**src/rtl/ddhp_pkg.sv**
```systemverilog
package ddhp_pkg;

    // Fixed-point format of positions, angles and speeds.
    localparam int FRAC_BITS = 4;
    localparam int ONE       = 1 << FRAC_BITS;
    localparam int PID_LIMIT = 1600;

    // Field widths.
    localparam int CMD_W   = 2;
    localparam int POS_W   = 24;
    localparam int HEAD_W  = 13;
    localparam int SPD_W   = 15;
    localparam int WHEEL_W = 16;
    localparam int PID_W   = 12;
    localparam int GAIN_W  = 16;
    localparam int WGT_W   = 8;
    localparam int PWIN_W  = 16;
    localparam int AWIN_W  = 13;
    localparam int SPIN_W  = 15;
    localparam int CFG_IDX_W = 3;
    localparam int CFG_DAT_W = 16;

    // Internal datapath widths.
    localparam int LAT_W  = POS_W + 2;      // position error and its negation
    localparam int HD_W   = HEAD_W + 2;     // heading differences
    localparam int AERR_W = HEAD_W + 1;     // absolute angle error
    localparam int E_W    = POS_W + 2;      // blended error
    localparam int MA_W   = E_W + 2;        // multiplier operand A (signed)
    localparam int MB_W   = GAIN_W + 1;     // multiplier operand B (signed, always >= 0)
    localparam int PROD_W = MA_W + MB_W;
    localparam int ACC_W  = PROD_W + 1;

    // Stream word widths.
    localparam int IN_BITS  = CMD_W + 4 * POS_W + 2 * HEAD_W + SPD_W;
    localparam int IN_W     = ((IN_BITS + 7) / 8) * 8;
    localparam int OUT_BITS = 2 * WHEEL_W + 1 + PID_W;
    localparam int OUT_W    = ((OUT_BITS + 7) / 8) * 8;

    // Commands.
    localparam logic [CMD_W-1:0] CMD_IDLE = 2'd0;
    localparam logic [CMD_W-1:0] CMD_LINE = 2'd1;
    localparam logic [CMD_W-1:0] CMD_ROT  = 2'd2;

    // Configuration register indexes.
    localparam logic [CFG_IDX_W-1:0] CFG_GAIN_P     = 3'd0;
    localparam logic [CFG_IDX_W-1:0] CFG_GAIN_I     = 3'd1;
    localparam logic [CFG_IDX_W-1:0] CFG_GAIN_D     = 3'd2;
    localparam logic [CFG_IDX_W-1:0] CFG_LAT_WEIGHT = 3'd3;
    localparam logic [CFG_IDX_W-1:0] CFG_HD_WEIGHT  = 3'd4;
    localparam logic [CFG_IDX_W-1:0] CFG_POS_WIN    = 3'd5;
    localparam logic [CFG_IDX_W-1:0] CFG_ANG_WIN    = 3'd6;
    localparam logic [CFG_IDX_W-1:0] CFG_SPIN_SPEED = 3'd7;

    // Heading constants.
    localparam logic signed [HEAD_W-1:0] HEAD_0   = '0;
    localparam logic signed [HEAD_W-1:0] HEAD_90  = HEAD_W'(90 * ONE);
    localparam logic signed [HEAD_W-1:0] HEAD_M90 = HEAD_W'(-90 * ONE);
    localparam logic signed [HEAD_W-1:0] HEAD_180 = HEAD_W'(180 * ONE);
    localparam logic signed [HD_W-1:0]   HEAD_360 = HD_W'(360 * ONE);
    localparam logic signed [HD_W-1:0]   PH_LOW   = HD_W'(-100 * ONE);

    // Multiplier operand pair.
    typedef struct packed {
        logic signed [MA_W-1:0] a;
        logic signed [MB_W-1:0] b;
    } mul_op_t;

endpackage

```
**src/rtl/ddhp_mul.sv**
```systemverilog
module ddhp_mul
    import ddhp_pkg::*;
(
    input  logic                     aclk,
    input  mul_op_t                  op,
    output logic signed [PROD_W-1:0] prod_reg
);

    // Shared signed multiplier with a registered product.
    always_ff @(posedge aclk) begin
        prod_reg <= op.a * op.b;
    end

endmodule

```
**src/rtl/differential_drive_heading_pid_unit.sv**
```systemverilog
// Heading and lateral PID steering for a differential-drive vehicle.
// Input channel s_*: one word per control update carrying the command,
// target pose, current pose and planned forward speed. Result channel
// m_*: one word per input word with the wheel speeds, the arrived flag
// and the saturated PID correction.
// Configuration: gains, weights, stop windows and spin speed are written
// through cfg_wr_en / cfg_index / cfg_wdata; the user writes them only while
// the block is idle, which the block itself does not enforce.
// Sequencing: all products go through one 28x17 multiplier under a small sequencer
// that takes one word at a time; s_tready rises again in the same cycle as m_tvalid.
// s_tready is high only while the sequencer is idle.
// A finished result sits in the output register; if the receiver stalls
// and the next result is ready, the sequencer waits in its last step
// until the output register is free.
// Reset (aresetn low, synchronous) restores the register defaults and
// clears the latched target, the PID error history and the held wheel
// speeds; no clearing pass is needed.
module differential_drive_heading_pid_unit
    import ddhp_pkg::*;
(
    input  logic                 aclk,
    input  logic                 aresetn,
    // Configuration write port.
    input  logic                 cfg_wr_en,
    input  logic [CFG_IDX_W-1:0] cfg_index,
    input  logic [CFG_DAT_W-1:0] cfg_wdata,
    // Input stream.
    input  logic                 s_tvalid,
    output logic                 s_tready,
    // From bit 0: cmd, goal_x, goal_y, goal_heading, pose_x, pose_y,
    // pose_heading, forward_speed, zero padding.
    input  logic [IN_W-1:0]      s_tdata,
    // Result stream.
    output logic                 m_tvalid,
    input  logic                 m_tready,
    // From bit 0: left_speed, right_speed, arrived, correction, zero padding.
    output logic [OUT_W-1:0]     m_tdata
);

    localparam logic [3:0] ST_IDLE  = 4'd0;
    localparam logic [3:0] ST_ERR   = 4'd1;
    localparam logic [3:0] ST_MLAT  = 4'd2;
    localparam logic [3:0] ST_MHD   = 4'd3;
    localparam logic [3:0] ST_BLEND = 4'd4;
    localparam logic [3:0] ST_DIFF  = 4'd5;
    localparam logic [3:0] ST_MP    = 4'd6;
    localparam logic [3:0] ST_MI    = 4'd7;
    localparam logic [3:0] ST_MD    = 4'd8;
    localparam logic [3:0] ST_SUM   = 4'd9;
    localparam logic [3:0] ST_PID   = 4'd10;
    localparam logic [3:0] ST_OUT   = 4'd11;

    localparam int Q_W = ACC_W - 8;
    localparam logic signed [Q_W-1:0] Q_HI = Q_W'(PID_LIMIT);
    localparam logic signed [Q_W-1:0] Q_LO = Q_W'(-PID_LIMIT);
    localparam logic signed [PID_W-1:0] PID_HI = PID_W'(PID_LIMIT);
    localparam logic signed [PID_W-1:0] PID_LO = PID_W'(-PID_LIMIT);

    // Saturate a 17-bit sum to a 16-bit wheel command.
    function automatic logic signed [WHEEL_W-1:0] sat_wheel(
        input logic signed [WHEEL_W:0] v
    );
        logic signed [WHEEL_W-1:0] r;
        if (v[WHEEL_W] != v[WHEEL_W-1]) begin
            r = v[WHEEL_W] ? {1'b1, {(WHEEL_W-1){1'b0}}} : {1'b0, {(WHEEL_W-1){1'b1}}};
        end else begin
            r = v[WHEEL_W-1:0];
        end
        return r;
    endfunction

    // Input word fields.
    logic [CMD_W-1:0]         in_cmd;
    logic signed [POS_W-1:0]  in_goal_x, in_goal_y, in_pose_x, in_pose_y;
    logic signed [HEAD_W-1:0] in_goal_heading, in_pose_heading;
    logic signed [SPD_W-1:0]  in_forward_speed;

    assign in_cmd           = s_tdata[1:0];
    assign in_goal_x        = s_tdata[25:2];
    assign in_goal_y        = s_tdata[49:26];
    assign in_goal_heading  = s_tdata[62:50];
    assign in_pose_x        = s_tdata[86:63];
    assign in_pose_y        = s_tdata[110:87];
    assign in_pose_heading  = s_tdata[123:111];
    assign in_forward_speed = s_tdata[138:124];

    // Configuration registers.
    logic [GAIN_W-1:0] gain_p_reg, gain_i_reg, gain_d_reg;
    logic [WGT_W-1:0]  lat_weight_reg, hd_weight_reg;
    logic [PWIN_W-1:0] pos_win_reg;
    logic [AWIN_W-1:0] ang_win_reg;
    logic [SPIN_W-1:0] spin_reg;

    always_ff @(posedge aclk) begin
        if (!aresetn) begin
            gain_p_reg     <= GAIN_W'(256);
            gain_i_reg     <= '0;
            gain_d_reg     <= '0;
            lat_weight_reg <= WGT_W'(141);
            hd_weight_reg  <= WGT_W'(115);
            pos_win_reg    <= PWIN_W'(112);
            ang_win_reg    <= AWIN_W'(160);
            spin_reg       <= SPIN_W'(2094);
        end else if (cfg_wr_en) begin
            case (cfg_index)
                CFG_GAIN_P:     gain_p_reg     <= cfg_wdata[GAIN_W-1:0];
                CFG_GAIN_I:     gain_i_reg     <= cfg_wdata[GAIN_W-1:0];
                CFG_GAIN_D:     gain_d_reg     <= cfg_wdata[GAIN_W-1:0];
                CFG_LAT_WEIGHT: lat_weight_reg <= cfg_wdata[WGT_W-1:0];
                CFG_HD_WEIGHT:  hd_weight_reg  <= cfg_wdata[WGT_W-1:0];
                CFG_POS_WIN:    pos_win_reg    <= cfg_wdata[PWIN_W-1:0];
                CFG_ANG_WIN:    ang_win_reg    <= cfg_wdata[AWIN_W-1:0];
                CFG_SPIN_SPEED: spin_reg       <= cfg_wdata[SPIN_W-1:0];
                default: ;
            endcase
        end
    end

    // Sequencer and persistent state.
    logic [3:0] state_reg, state_next;
    logic signed [POS_W-1:0]  held_gx_reg, held_gy_reg;
    logic signed [HEAD_W-1:0] held_gh_reg;
    logic signed [E_W-1:0]    blended_reg, blended_next;
    logic signed [E_W-1:0]    e1_reg, e2_reg;
    logic signed [WHEEL_W-1:0] held_left_reg, held_right_reg;
    logic                     m_tvalid_reg;
    logic [OUT_W-1:0]         m_tdata_reg;

    // Per-item working registers.
    logic [CMD_W-1:0]          cmd_reg;
    logic signed [POS_W-1:0]   px_reg, py_reg;
    logic signed [HEAD_W-1:0]  ph_reg;
    logic signed [SPD_W-1:0]   fs_reg;
    logic signed [LAT_W-1:0]   ex_reg, ey_reg, lat_reg;
    logic signed [HD_W-1:0]    hdiff_reg;
    logic [AERR_W-1:0]         aerr_reg;
    logic                      sel_reg;
    logic signed [E_W:0]       dp_reg;
    logic signed [E_W+1:0]     dd_reg;
    logic signed [ACC_W-1:0]   acc_reg;
    logic signed [PID_W-1:0]   pid_reg;

    logic in_fire, out_free;
    assign in_fire  = s_tvalid && s_tready;
    assign s_tready = (state_reg == ST_IDLE);
    assign out_free = !m_tvalid_reg || m_tready;
    assign m_tvalid = m_tvalid_reg;
    assign m_tdata  = m_tdata_reg;

    // Error terms from the latched target and the current pose.
    logic signed [LAT_W-1:0] gx_w, gy_w, px_w, py_w;
    logic signed [LAT_W-1:0] ex_c, ey_c, nex_c, ney_c, lat_c;
    logic signed [HD_W-1:0]  gh_w, ph_w, hd_c, ph_mag, ph_tr, d_c, d_mag;
    logic                    sel_c;

    always_comb begin
        gx_w  = LAT_W'(held_gx_reg);
        gy_w  = LAT_W'(held_gy_reg);
        px_w  = LAT_W'(px_reg);
        py_w  = LAT_W'(py_reg);
        ex_c  = gx_w - px_w;
        ey_c  = gy_w - py_w;
        nex_c = px_w - gx_w;
        ney_c = py_w - gy_w;
        gh_w  = HD_W'(held_gh_reg);
        ph_w  = HD_W'(ph_reg);
        // Heading difference, with the pose wrapped by a full turn at 180 degrees.
        if (held_gh_reg == HEAD_180 && ph_reg < 0) begin
            hd_c = gh_w - ph_w - HEAD_360;
        end else begin
            hd_c = gh_w - ph_w;
        end
        // Angle error: below -100 degrees the pose magnitude cut to whole degrees is used.
        ph_mag = ph_w[HD_W-1] ? -ph_w : ph_w;
        ph_tr  = {ph_mag[HD_W-1:FRAC_BITS], {FRAC_BITS{1'b0}}};
        d_c    = (ph_w >= PH_LOW) ? (gh_w - ph_w) : (gh_w - ph_tr);
        d_mag  = d_c[HD_W-1] ? -d_c : d_c;
        // Lateral term chosen by the target heading.
        sel_c = 1'b1;
        lat_c = '0;
        if (held_gh_reg == HEAD_0) begin
            lat_c = ey_c;
        end else if (held_gh_reg == HEAD_180) begin
            lat_c = ney_c;
        end else if (held_gh_reg == HEAD_90) begin
            lat_c = nex_c;
        end else if (held_gh_reg == HEAD_M90) begin
            lat_c = ex_c;
        end else begin
            sel_c = 1'b0;
        end
    end

    // Operand selection for the shared multiplier.
    mul_op_t mul_op;
    logic signed [PROD_W-1:0] prod_reg;

    always_comb begin
        mul_op.a = '0;
        mul_op.b = '0;
        case (state_reg)
            ST_MLAT: begin
                mul_op.a = MA_W'(lat_reg);
                mul_op.b = MB_W'(lat_weight_reg);
            end
            ST_MHD: begin
                mul_op.a = MA_W'(hdiff_reg);
                mul_op.b = MB_W'(hd_weight_reg);
            end
            ST_MP: begin
                mul_op.a = MA_W'(dp_reg);
                mul_op.b = MB_W'(gain_p_reg);
            end
            ST_MI: begin
                mul_op.a = MA_W'(blended_reg);
                mul_op.b = MB_W'(gain_i_reg);
            end
            ST_MD: begin
                mul_op.a = MA_W'(dd_reg);
                mul_op.b = MB_W'(gain_d_reg);
            end
            default: ;
        endcase
    end

    ddhp_mul u_mul (
        .aclk     (aclk),
        .op       (mul_op),
        .prod_reg (prod_reg)
    );

    // Accumulator sum and blend result (floor of the sum over 256).
    logic signed [ACC_W-1:0] acc_sum;
    assign acc_sum = acc_reg + ACC_W'(prod_reg);

    always_comb begin
        blended_next = blended_reg;
        if (sel_reg) begin
            blended_next = acc_sum[8 +: E_W];
        end
    end

    // PID output: floor over 256 and saturation.
    logic signed [Q_W-1:0]   pid_q;
    logic signed [PID_W-1:0] pid_c;

    always_comb begin
        pid_q = acc_reg[ACC_W-1:8];
        if (pid_q > Q_HI) begin
            pid_c = PID_HI;
        end else if (pid_q < Q_LO) begin
            pid_c = PID_LO;
        end else begin
            pid_c = pid_q[PID_W-1:0];
        end
    end

    // Wheel commands and stop windows.
    logic signed [WHEEL_W-1:0] fs_w, vx_w, left_c, right_c;
    logic signed [LAT_W-1:0]   pw_pos, pw_neg;
    logic [AERR_W-1:0]         aw_w;
    logic                      in_pos_win, arrived_c;

    always_comb begin
        fs_w   = WHEEL_W'(fs_reg);
        vx_w   = fs_w[WHEEL_W-1] ? -fs_w : fs_w;
        pw_pos = LAT_W'(pos_win_reg);
        pw_neg = -pw_pos;
        aw_w   = AERR_W'(ang_win_reg);
        in_pos_win = (ex_reg < pw_pos) && (ex_reg > pw_neg) &&
                     (ey_reg < pw_pos) && (ey_reg > pw_neg);
        left_c    = held_left_reg;
        right_c   = held_right_reg;
        arrived_c = 1'b0;
        case (cmd_reg)
            CMD_LINE: begin
                if (in_pos_win && aerr_reg < aw_w) begin
                    left_c    = '0;
                    right_c   = '0;
                    arrived_c = 1'b1;
                end else begin
                    left_c  = sat_wheel((WHEEL_W+1)'(vx_w) + (WHEEL_W+1)'(pid_reg));
                    right_c = sat_wheel((WHEEL_W+1)'(vx_w) - (WHEEL_W+1)'(pid_reg));
                end
            end
            CMD_ROT: begin
                if (aerr_reg <= aw_w) begin
                    left_c    = '0;
                    right_c   = '0;
                    arrived_c = 1'b1;
                end else begin
                    left_c  = WHEEL_W'(spin_reg);
                    right_c = -WHEEL_W'(spin_reg);
                end
            end
            default: ;
        endcase
    end

    // Next state.
    always_comb begin
        state_next = state_reg;
        case (state_reg)
            ST_IDLE:  if (in_fire) state_next = ST_ERR;
            ST_ERR:   state_next = ST_MLAT;
            ST_MLAT:  state_next = ST_MHD;
            ST_MHD:   state_next = ST_BLEND;
            ST_BLEND: state_next = ST_DIFF;
            ST_DIFF:  state_next = ST_MP;
            ST_MP:    state_next = ST_MI;
            ST_MI:    state_next = ST_MD;
            ST_MD:    state_next = ST_SUM;
            ST_SUM:   state_next = ST_PID;
            ST_PID:   state_next = ST_OUT;
            ST_OUT:   if (out_free) state_next = ST_IDLE;
            default:  state_next = ST_IDLE;
        endcase
    end

    // Control state, held target, error history and output register.
    always_ff @(posedge aclk) begin
        if (!aresetn) begin
            state_reg      <= ST_IDLE;
            held_gx_reg    <= '0;
            held_gy_reg    <= '0;
            held_gh_reg    <= '0;
            blended_reg    <= '0;
            e1_reg         <= '0;
            e2_reg         <= '0;
            held_left_reg  <= '0;
            held_right_reg <= '0;
            m_tvalid_reg   <= 1'b0;
        end else begin
            state_reg <= state_next;
            if (in_fire && (in_cmd == CMD_LINE || in_cmd == CMD_ROT)) begin
                held_gx_reg <= in_goal_x;
                held_gy_reg <= in_goal_y;
                held_gh_reg <= in_goal_heading;
            end
            if (state_reg == ST_BLEND) begin
                blended_reg <= blended_next;
            end
            if (state_reg == ST_DIFF) begin
                e2_reg <= e1_reg;
                e1_reg <= blended_reg;
            end
            if (state_reg == ST_OUT && out_free) begin
                held_left_reg  <= left_c;
                held_right_reg <= right_c;
                m_tvalid_reg   <= 1'b1;
            end else if (m_tready) begin
                m_tvalid_reg <= 1'b0;
            end
        end
    end

    // Working registers of the current word.
    always_ff @(posedge aclk) begin
        if (in_fire) begin
            cmd_reg <= in_cmd;
            px_reg  <= in_pose_x;
            py_reg  <= in_pose_y;
            ph_reg  <= in_pose_heading;
            fs_reg  <= in_forward_speed;
        end
        if (state_reg == ST_ERR) begin
            ex_reg    <= ex_c;
            ey_reg    <= ey_c;
            lat_reg   <= lat_c;
            sel_reg   <= sel_c;
            hdiff_reg <= hd_c;
            aerr_reg  <= {d_mag[AERR_W-1:FRAC_BITS], {FRAC_BITS{1'b0}}};
        end
        if (state_reg == ST_DIFF) begin
            dp_reg <= (E_W+1)'(blended_reg) - (E_W+1)'(e1_reg);
            dd_reg <= (E_W+2)'(blended_reg) - ((E_W+2)'(e1_reg) <<< 1) + (E_W+2)'(e2_reg);
        end
        case (state_reg)
            ST_MHD, ST_MI:            acc_reg <= ACC_W'(prod_reg);
            ST_BLEND, ST_MD, ST_SUM:  acc_reg <= acc_sum;
            default: ;
        endcase
        if (state_reg == ST_PID) begin
            pid_reg <= pid_c;
        end
        if (state_reg == ST_OUT && out_free) begin
            m_tdata_reg <= OUT_W'({pid_reg, arrived_c, right_c, left_c});
        end
    end

`ifndef SYNTHESIS
    // A word is taken only once per pass of the sequencer.
    assert property (@(posedge aclk) disable iff (!aresetn)
        in_fire |=> !s_tready)
        else $error("input accepted while the sequencer is busy");

    // The correction never leaves the PID limits.
    assert property (@(posedge aclk) disable iff (!aresetn)
        m_tvalid |-> ($signed(m_tdata[44:33]) <= PID_HI &&
                      $signed(m_tdata[44:33]) >= PID_LO))
        else $error("correction outside the PID limits");

    // An arrived result always commands both wheels to stop.
    assert property (@(posedge aclk) disable iff (!aresetn)
        (m_tvalid && m_tdata[32]) |-> (m_tdata[31:0] == 32'd0))
        else $error("arrived result with nonzero wheel speed");

    // A new result is loaded only when the sequencer leaves its last step.
    assert property (@(posedge aclk) disable iff (!aresetn)
        $rose(m_tvalid) |-> $past(state_reg == ST_OUT))
        else $error("result appeared outside the output step");
`endif

endmodule
```
**config.mk**
```make
export PLATFORM = sky130hd
export DESIGN_NAME = differential_drive_heading_pid_unit
export DESIGN_NICKNAME = d
export VERILOG_FILES = /design/src/rtl/ddhp_pkg.sv /design/src/rtl/ddhp_mul.sv /design/src/rtl/differential_drive_heading_pid_unit.sv
export SDC_FILE = /design/constraint.sdc
export NUM_CORES = 2
export LEC_CHECK = 0
export ABC_AREA = 1
export ABC_CLOCK_PERIOD_IN_PS = 7220
export BUFFER_PORTS_ARGS = -buffer_cell sky130_fd_sc_hd__buf_2
export CORE_MARGIN = 2
export CORE_UTILIZATION = 55
export CTS_BUF_LIST = sky130_fd_sc_hd__clkbuf_8
export DETAILED_ROUTE_END_ITERATION = 16
export PLACE_DENSITY = 0.81
export SLEW_MARGIN = 0
export SYNTH_ARGS = -nofsm -noshare
export SYNTH_HDL_FRONTEND = slang
export SYNTH_SLANG_ARGS = --single-unit
```
**constraint.sdc**
```tcl
create_clock -name aclk -period 7.22 [get_ports aclk]
set_clock_uncertainty 0.15 [all_clocks]
set_input_delay 1.083 -clock aclk [delete_from_list [all_inputs] [get_ports aclk]]
set_output_delay 1.083 -clock aclk [all_outputs]
set_load 0.05 [all_outputs]
```
==> impl_metrics.tcl <==
set metrics [dict create \
    status "completed" \
    vias 53330 \
    finalCriticalPeriod_ps 7135 \
    fillers 9289 \
    max_clock_freq_mhz 140.1 \
    syn_inst 7670 \
    place_ws_ps -318.1 \
    ir_drop_uv 181.2 \
    core_mm2 0.1086 \
    hold_ws_ps 282.0 \
    synth_area_mm2 0.05994 \
    grt_use_met1_pct 43.83 \
    worst_setup_path_start_kind "flop" \
    drive_gt1_share_pct 14.18 \
    gr-total-overflow 0 \
    antenna_found_initial 6 \
    port_buffers 209 \
    clkLatencyLatePin_ps 830 \
    setup_viol 0 \
    synthArstFlopShare_pct 0 \
    finalSetupTns_ps 0 \
    netlist-cell-type-count 71 \
    grt_use_met3_pct 7.561 \
    cts_htree_levels 3 \
    drt-pass1-iter-count 9 \
    syn_to_final_growth_pct 14.35 \
    worst-path-max-fanout 7 \
    grt_use_met2_pct 50.81 \
    critPathArrivalTime_ps 7660 \
    holdCritPathClass "input port to flop" \
    register_area_mm2 0.01671 \
    ys_ff_latch 666 \
    stdcell_area_mm2 0.06854 \
    path_clk_slew_ps 60 \
    layout_commonest_cell "inv_1" \
    relSlewSlack_pct 21.69 \
    max_stage_delay_ps 590 \
    busiest_layer "met2" \
    cts-root-buf "clkbuf_8" \
    final_antenna_net_count 0 \
    die-area_mm2 0.1116 \
    die-width_um 334.1 \
    multi_input_area_mm2 0.03756 \
    final_util_pct 63.14 \
    power_density_mw_per_mm2 184.7 \
    cts_tree "yes" \
    synth_area_per_cell_um2 7.815 \
    cts_hold_buffers 0 \
    cts.sinks 666 \
    largest_reg_flops 46 \
    leakage_nw 33.24 \
    grt_usage_pct 32.39 \
    synth_edf_count 337 \
    layout_common_cells "1,434 x inv_1, 1,386 x nand2_1, 702 x nor2_1, 555 x a21oi_1, 469 x o21ai_0" \
    seq_area_frac_synth_pct 27.87 \
    drtIter0Drc 4927 \
    grt_pass1_vias 52000 \
    grt_pass1_wl_um 282600 \
    worst_slew_pin_slew_ps 1164 \
    gp_congestion 0.9868 \
    nets 9225 \
    cap_viol_max_count 0 \
    num_rows 121 \
    min_period_over_period_pct 98.83 \
    drc 0 \
    initial_core_util_pct 55.22 \
    crit_path_end_kind "flop" \
    timing.final.hold_violations 0 \
    crit_path_frequent_cell "fa_1" \
    cp_slowest_cell "fa_1" \
    clock_path_buffers 3 \
    path_class "flop to flop" \
    critPathRequiredTime_ps 7750 \
    die-height_um 334.1 \
    cts_made_buffers 112 \
    viasPerCell 5.528 \
    synthFlopType "edfxtp_1" \
    routed_wl_um 185100 \
    hpwl_um 149800 \
    yosysWarningCount 0 \
    fin_cells 9647 \
    fin_ws_ps 84.55 \
    ioPinCount 218 \
    power_mw 12.66 \
    drt-wirelength-per-cell_um 19.19 \
    drv_slew 0 \
    place_area_mm2 0.06434 \
    grt_max_degree 100 \
    placed_cells 9380 \
]
==> worst paths after layout <==
path / startpoint / endpoint / slack (ps) / cells past startpoint
setup / recovery: state_reg[2]$_SDFFE_PN0P_ / u_mul.prod_reg[41]$_DFF_P_ / 80 / 33
hold / removal: s_tdata[82] / px_reg[19]$_DFFE_PP_ / 280 / 1
setup reg to reg: state_reg[2]$_SDFFE_PN0P_ / u_mul.prod_reg[41]$_DFF_P_ / 80 / 33
hold reg to reg: lat_weight_reg[6]$_SDFFE_PN0P_ / lat_weight_reg[6]$_SDFFE_PN0P_ / 310 / 2
==> synth_stat cells, types with 24 or more instances <==
cell,number,area [um2]
nor2_1,752,2823
edfxtp_1,337,10120
a21oi_2,24,210.2
inv_2,42,157.7
fa_1,469,9389
nand2_1,1413,5304
nor3_1,45,225.2
o21ai_0,484,2422
xor2_1,172,1506
xnor2_1,79,691.9
clkbuf_1,118,442.9
a31oi_1,40,250.2
nand4_1,54,337.8
a21o_1,35,262.8
nor4_1,26,162.7
ha_1,456,5705
or2_2,41,256.5
o21bai_1,33,247.7
inv_1,1428,5360
o211ai_1,33,247.7
nand3_1,268,1341
nand2_2,41,256.5
o21ai_1,30,150.1
buf_2,75,375.4
dfxtp_1,329,6586
a21oi_1,572,2863
==> worst max-delay path, delay by kind of cell (launching register included) <==
kind            cells  cell delay [ps]
compound gates      2              400
xor+xnor            1              130
fa+ha+maj           7             3400
buf+inv            13             1290
flops               1              340
simple gates       10             1320
==> report_power, final <==
group          switching [mW]  internal, mW
logic                    2.86          1.45
registers               0.200          4.38
clock network            1.71          2.07
==> final cells by class <==
| type | count | area share [%] |
|---|---|---|
| Multi-Input combinational cell | 5296 | 54.79 |
| Sequential cell | 666 | 24.38 |
| Inverter | 1479 | 8.174 |
| Timing Repair Buffer | 577 | 6.385 |
| Clock buffer | 130 | 2.610 |
| Tap cell | 1414 | 2.581 |
| Clock inverter | 84 | 1.075 |
| Antenna cell | 1 | 0.003651 |
==> per-layer routing <==
metal  part of all wire (%)  routed length, um  vias to the layer above
li1                       -                  -                    25310
met1                     42              77750                    25380
met2                     44              81230                     2252
met3                     10              18460                      389
met4                    4.1               7661                        4
met5                  0.015                 27                        -
==> what timing repair did <==
item / CTS / global route
cloned: 0 / 6
pin swaps: 3 / 99
endpoints found under the setup margin: 16 / 26
setup buffers: 2 / 44
gates resized for setup: 16 / 265
==> logic make-up after synthesis <==
family          after synthesis  share of synthesized area, %
compound gates             1366                         12.75
xor+xnor                    251                         3.667
fa+ha+maj                   925                         25.18
buf+inv                    1713                         11.13
flops                       666                         27.87
mux                           1                       0.01670
other cells                   2                       0.01253
simple gates               2746                         19.37
Note: power is estimated with default switching activity, not from simulation.
